<file path="src/hw/rtl/kfdt_pkg.sv">
// Shared types, constants and face helpers for the keyed face-direction table.
package kfdt_pkg;

  localparam int unsigned FACE_COUNT = 6;
  localparam int unsigned VAL_W      = 5;
  localparam int unsigned FACES_W    = FACE_COUNT * VAL_W;
  localparam int unsigned KEY_W      = 16;
  localparam int unsigned FACE_W     = 3;

  localparam logic [VAL_W-1:0]   NO_ARROW     = '1;
  localparam logic [FACES_W-1:0] ALL_NO_ARROW = '1;

  typedef enum logic [1:0] {
    OP_WRITE_ALL = 2'd0,
    OP_WRITE_ONE = 2'd1,
    OP_LOOKUP    = 2'd2,
    OP_CLEAR     = 2'd3
  } kfdt_op_e;

  // One operation as it travels down the chain of entry cells.
  typedef struct packed {
    kfdt_op_e           op;
    logic [KEY_W-1:0]   key;
    logic [FACE_W-1:0]  face;
    logic [VAL_W-1:0]   face_value;
    logic [FACES_W-1:0] arrows;
    logic               found;
    logic               appended;
    logic [VAL_W-1:0]   read;
  } kfdt_tok_t;

  // Per-cell view of the fill level: the entry is valid, or it is the append slot.
  typedef struct packed {
    logic live;
    logic tail;
  } kfdt_cell_ctl_t;

  function automatic logic [VAL_W-1:0] get_face(logic [FACES_W-1:0] word,
                                                logic [FACE_W-1:0] face);
    logic [VAL_W-1:0] val;
    unique case (face)
      3'd0:    val = word[0*VAL_W +: VAL_W];
      3'd1:    val = word[1*VAL_W +: VAL_W];
      3'd2:    val = word[2*VAL_W +: VAL_W];
      3'd3:    val = word[3*VAL_W +: VAL_W];
      3'd4:    val = word[4*VAL_W +: VAL_W];
      3'd5:    val = word[5*VAL_W +: VAL_W];
      default: val = NO_ARROW;
    endcase
    return val;
  endfunction

  function automatic logic [FACES_W-1:0] set_face(logic [FACES_W-1:0] word,
                                                 logic [FACE_W-1:0] face,
                                                 logic [VAL_W-1:0] val);
    logic [FACES_W-1:0] res;
    res = word;
    unique case (face)
      3'd0:    res[0*VAL_W +: VAL_W] = val;
      3'd1:    res[1*VAL_W +: VAL_W] = val;
      3'd2:    res[2*VAL_W +: VAL_W] = val;
      3'd3:    res[3*VAL_W +: VAL_W] = val;
      3'd4:    res[4*VAL_W +: VAL_W] = val;
      3'd5:    res[5*VAL_W +: VAL_W] = val;
      default: res = word;
    endcase
    return res;
  endfunction

endpackage

</file>
<file path="src/hw/rtl/kfdt_cell.sv">
// One table entry cell: holds a key and six faces and passes the operation on.
module kfdt_cell import kfdt_pkg::*; (
  input  logic           clk_i,
  input  logic           rst_ni,
  input  logic           en_i,
  input  kfdt_cell_ctl_t ctl_i,
  input  logic           valid_i,
  input  kfdt_tok_t      tok_i,
  output logic           valid_o,
  output kfdt_tok_t      tok_o
);

  logic [KEY_W-1:0]   key_q;
  logic [FACES_W-1:0] faces_q, faces_d;
  logic               valid_q;
  kfdt_tok_t          tok_q, tok_d;
  logic               is_write, hit, append, store;
  logic [FACES_W-1:0] base;

  always_comb begin
    is_write = (tok_i.op == OP_WRITE_ALL) || (tok_i.op == OP_WRITE_ONE);
    hit      = valid_i && ctl_i.live && !tok_i.found && (tok_i.op != OP_CLEAR) &&
               (key_q == tok_i.key);
    append   = valid_i && ctl_i.tail && !tok_i.found && is_write;
    store    = (hit && is_write) || append;

    base = append ? ALL_NO_ARROW : faces_q;
    if (tok_i.op == OP_WRITE_ALL) begin
      faces_d = tok_i.arrows;
    end else begin
      faces_d = set_face(base, tok_i.face, tok_i.face_value);
    end

    tok_d = tok_i;
    if (hit) begin
      tok_d.found = 1'b1;
      if (tok_i.op == OP_LOOKUP) begin
        tok_d.read = get_face(faces_q, tok_i.face);
      end
    end
    if (append) begin
      tok_d.appended = 1'b1;
    end
  end

  // Entry storage is undefined until an append writes it.
  always_ff @(posedge clk_i) begin
    if (en_i && store) begin
      faces_q <= faces_d;
    end
    if (en_i && append) begin
      key_q <= tok_i.key;
    end
  end

  always_ff @(posedge clk_i or negedge rst_ni) begin
    if (!rst_ni) begin
      valid_q <= 1'b0;
    end else if (en_i) begin
      valid_q <= valid_i;
    end
  end

  always_ff @(posedge clk_i) begin
    if (en_i) begin
      tok_q <= tok_d;
    end
  end

  assign valid_o = valid_q;
  assign tok_o   = tok_q;

endmodule

</file>
<file path="config.mk">
export PLATFORM = sky130hd
export DESIGN_NAME = kfdt_cell
export DESIGN_NICKNAME = d
export VERILOG_FILES = /design/src/hw/rtl/kfdt_pkg.sv /design/src/hw/rtl/kfdt_cell.sv
export SDC_FILE = /design/constraint.sdc
export NUM_CORES = 1
export LEC_CHECK = 0
export BUFFER_PORTS_ARGS = -buffer_cell sky130_fd_sc_hd__buf_4
export CORE_UTILIZATION = 30
export CTS_BUF_LIST = sky130_fd_sc_hd__clkbuf_16
export CTS_CLUSTER_DIAMETER = 50
export DETAILED_ROUTE_END_ITERATION = 7
export PLACE_DENSITY_LB_ADDON = 0.05
export RECOVER_POWER = 25
export SKIP_CTS_REPAIR_TIMING = 1
export SYNTH_ARGS = -nofsm -noshare
export SYNTH_HDL_FRONTEND = slang
export SYNTH_SLANG_ARGS = --single-unit
</file>
<file path="constraint.sdc">
create_clock -name clk_i -period 2.98 [get_ports clk_i]
set_input_delay 0.149 -clock clk_i [delete_from_list [all_inputs] [get_ports clk_i]]
set_output_delay 0.149 -clock clk_i [all_outputs]
set_load 0.01 [all_outputs]
</file>
==> results.yml <==
drt:
  ant_nets: 0
  drt-total-wl_mm: 11.2
  dr.pass1.iters: 4
  routed_via_density: 4.66
  drt-initial-drc-count: 146
  wl_per_cell_um: 17.8
  drcViolationCount: 0
  vias: 2915
layout:
  fin_nets: 509
  fin_util: 0.442
  diodes: 0
  syn_to_final_growth_pct: 42.0
  drive_gt1_frac: 0.310
floorplanning:
  die_y_um: 123
  pin_count: 133
  die_area_sq_um: 15100
  die_x_um: 123
  core_sq_um: 14100
  rows: 43
  floorplan.initialDensity: 0.311
synthesis:
  synth_nets: 325
  synthCells: 256
  synth_top_family_by_area: "compound AO/OA/AOI/OAI gates"
  ys_seq_area_frac: 0.751
  synth.avg_cell_area_sq_um: 17.1
  syn_area_sq_um: 4390
  synth_flop_cell: "edfxtp_1"
  ys_async_sr_fraction: 0.00909
  synth_adder_area_share: 0
  post_synth_mux_area_share: 0.0325
  ys_warn_count: 0
  synth_xor_area_frac: 0.0314
  synth_edf_count: 109
  synth_cell_types: 42
  synth_compound_area_frac: 0.114
  synthSimpleGateAreaFrac: 0.0539
  ys_ff_latch: 110
global_routing:
  grt_max_degree: 36
  grt_pass1_vias: 2757
  grt_antenna_before_repair: 0
  grt_util_all_layers: 0.150
  grt_overflow_total: 0
  grt_pass1_wl_mm: 15.8
clocking:
  cts.path.max_buffers: 2
  clock_latency_ns: 0.35
  cts_buffers: 9
  path_clk_slew_ns: 0.07
  clock_sinks: 110
  cts_tree: "yes"
  clockRootBuffer: "clkbuf_16"
  htreeDepth: 3
setup_path:
  crit_path_end_kind: "flop"
  crit_fanout: 33
  worstSetupPathType: "input port to flop"
  cp.arrival_ns: 2.65
  startpoint_type: "input port"
  cp.required_ns: 3.22
  r2r_setup_slack_ns: 0.71
sta:
  slew_violations: 33
  slew-limit-headroom: -0.214
  fin_tns_setup_ns: 0
  rsz0062_at_grt: "no"
  tightestPinTransition_ns: 1.82
  finalClockSkew_ns: 0.00695
  setup_viol: 0
  period_share: 0.807
  fin_crit_ns: 2.41
  hold_viol_final: 0
  fmax_ghz: 0.416
min_path:
  hold_class: "input port to flop"
power:
  pwr_density_cell_nw_per_um2: 531
  irDropWorstVdd_mv: 0.227
  p_leak_uw: 0.00236
run_status:
  violations: "max-capacitance violations, max-slew violations"
  status: "finished, violations left"
placement:
  io_buffer_count: 132
  globalplace.congestion: 0.771
  dpl.hpwl_mm: 7.74
flow_run:
  cap_violations: 1
through the flow:
step / cells / hold WS [ns] / worst slack (ns) / power [uW] / instance area (sq um)
3_3_place_gp: 561 / -0.0752 / 0.786 / 2230 / 5580
3_5_place_dp: 561 / -0.0729 / 0.706 / 2230 / 5580
6_report: 625 / 0.0540 / 0.574 / 3310 / 6230
4_1_cts: 577 / -0.459 / 0.689 / 3320 / 5840
5_1_grt: 625 / 0.0396 / 0.308 / 3450 / 6230
2_1_floorplan: 256 / -0.147 / 1.08 / 1980 / 4390
kinds of logic after synthesis:
group,count (synthesis)
AO/OA/AOI/OAI,61
XOR/XNOR,14
buffers and inverters,19
flip-flops,110
multiplexers,12
AND/OR/NAND/NOR,40
per-layer routing:
metal / track usage / up-vias / wire (um)
li1: - / 1373 / -
met1: 0.208 / 1429 / 5400
met2: 0.215 / 98 / 4900
met3: 0.0364 / 15 / 613
met4: 0.0800 / 0 / 246
met5: 0 / - / 0
cell usage after synthesis (2+ instances only):
cell / count / share of area
inv_1: 10 / 0.0086
mux2i_1: 3 / 0.0068
o22a_1: 30 / 0.060
o21ai_0: 12 / 0.014
a22oi_1: 4 / 0.0068
mux2_2: 4 / 0.010
clkbuf_1: 6 / 0.0051
nand2b_1: 6 / 0.0086
buf_2: 2 / 0.0023
a21oi_1: 3 / 0.0034
nor2b_1: 5 / 0.0071
mux2_1: 4 / 0.010
nor2_1: 9 / 0.0077
edfxtp_1: 109 / 0.75
nand4_1: 2 / 0.0029
nand2_1: 9 / 0.0077
xnor2_1: 12 / 0.024
xnor2_2: 2 / 0.0074
sequential cells by signal, summed over array words and instances (netlist names):
name,flops
valid_o,1
tok_o,63
faces_q,30
key_q,16
layout make-up:
cell class | count | area (sq um)
fill | 1304 | 7870
sequential | 110 | 3300
timing repair buffer | 182 | 1400
multi-input combinational | 127 | 1020
clock buffer | 9 | 225
tap | 180 | 225
inverter | 10 | 37.5
clock inverter | 7 | 31.3
critical path, stage by stage:
cell and delay, ns:
clkbuf_1 0.16, clkbuf_1 1.33, buf_4 0.59, mux2_2 0.38
path summary, 6_finish.rpt:
| kind | start | endpoint | cells after the start |
|---|---|---|---|
| max | en_i | valid_o | 4 |
| min | valid_i | valid_o | 2 |
| max reg2reg | key_q[13] | faces_q[0] | 5 |
| min reg2reg | valid_o | valid_o | 1 |
| max in group asynchronous | rst_ni | valid_o | 2 |
| min in group asynchronous | rst_ni | valid_o | 2 |
power breakdown:
group          internal (uW)  switching, uW  leakage [uW]
registers               1790           22.0       0.00110
logic                    216            198       0.00113
clock network            553            528      0.000131
total                   2560            748       0.00236
layout by cell type, fill, tap and decap left out, types with 2 or more instances in the layout:
master / netlist / layout
edfxtp_1: 109 / 109
buf_4: 0 / 98
dlygate4sd3_1: 0 / 48
o22a_1: 30 / 30
clkbuf_1: 6 / 24
o21ai_0: 12 / 12
xnor2_1: 12 / 12
clkbuf_4: 0 / 12
inv_1: 10 / 10
nor2_1: 9 / 9
nand2_1: 9 / 9
clkbuf_16: 0 / 9
nand2b_1: 6 / 6
nor2b_1: 5 / 5
mux2_2: 4 / 4
a22oi_1: 4 / 4
mux2_1: 4 / 4
clkinv_2: 0 / 4
a21oi_1: 3 / 3
mux2i_1: 3 / 3
clkinv_1: 0 / 3
xnor2_2: 2 / 2
nand4_1: 2 / 2
Note: power is estimated with default switching activity, not from simulation.
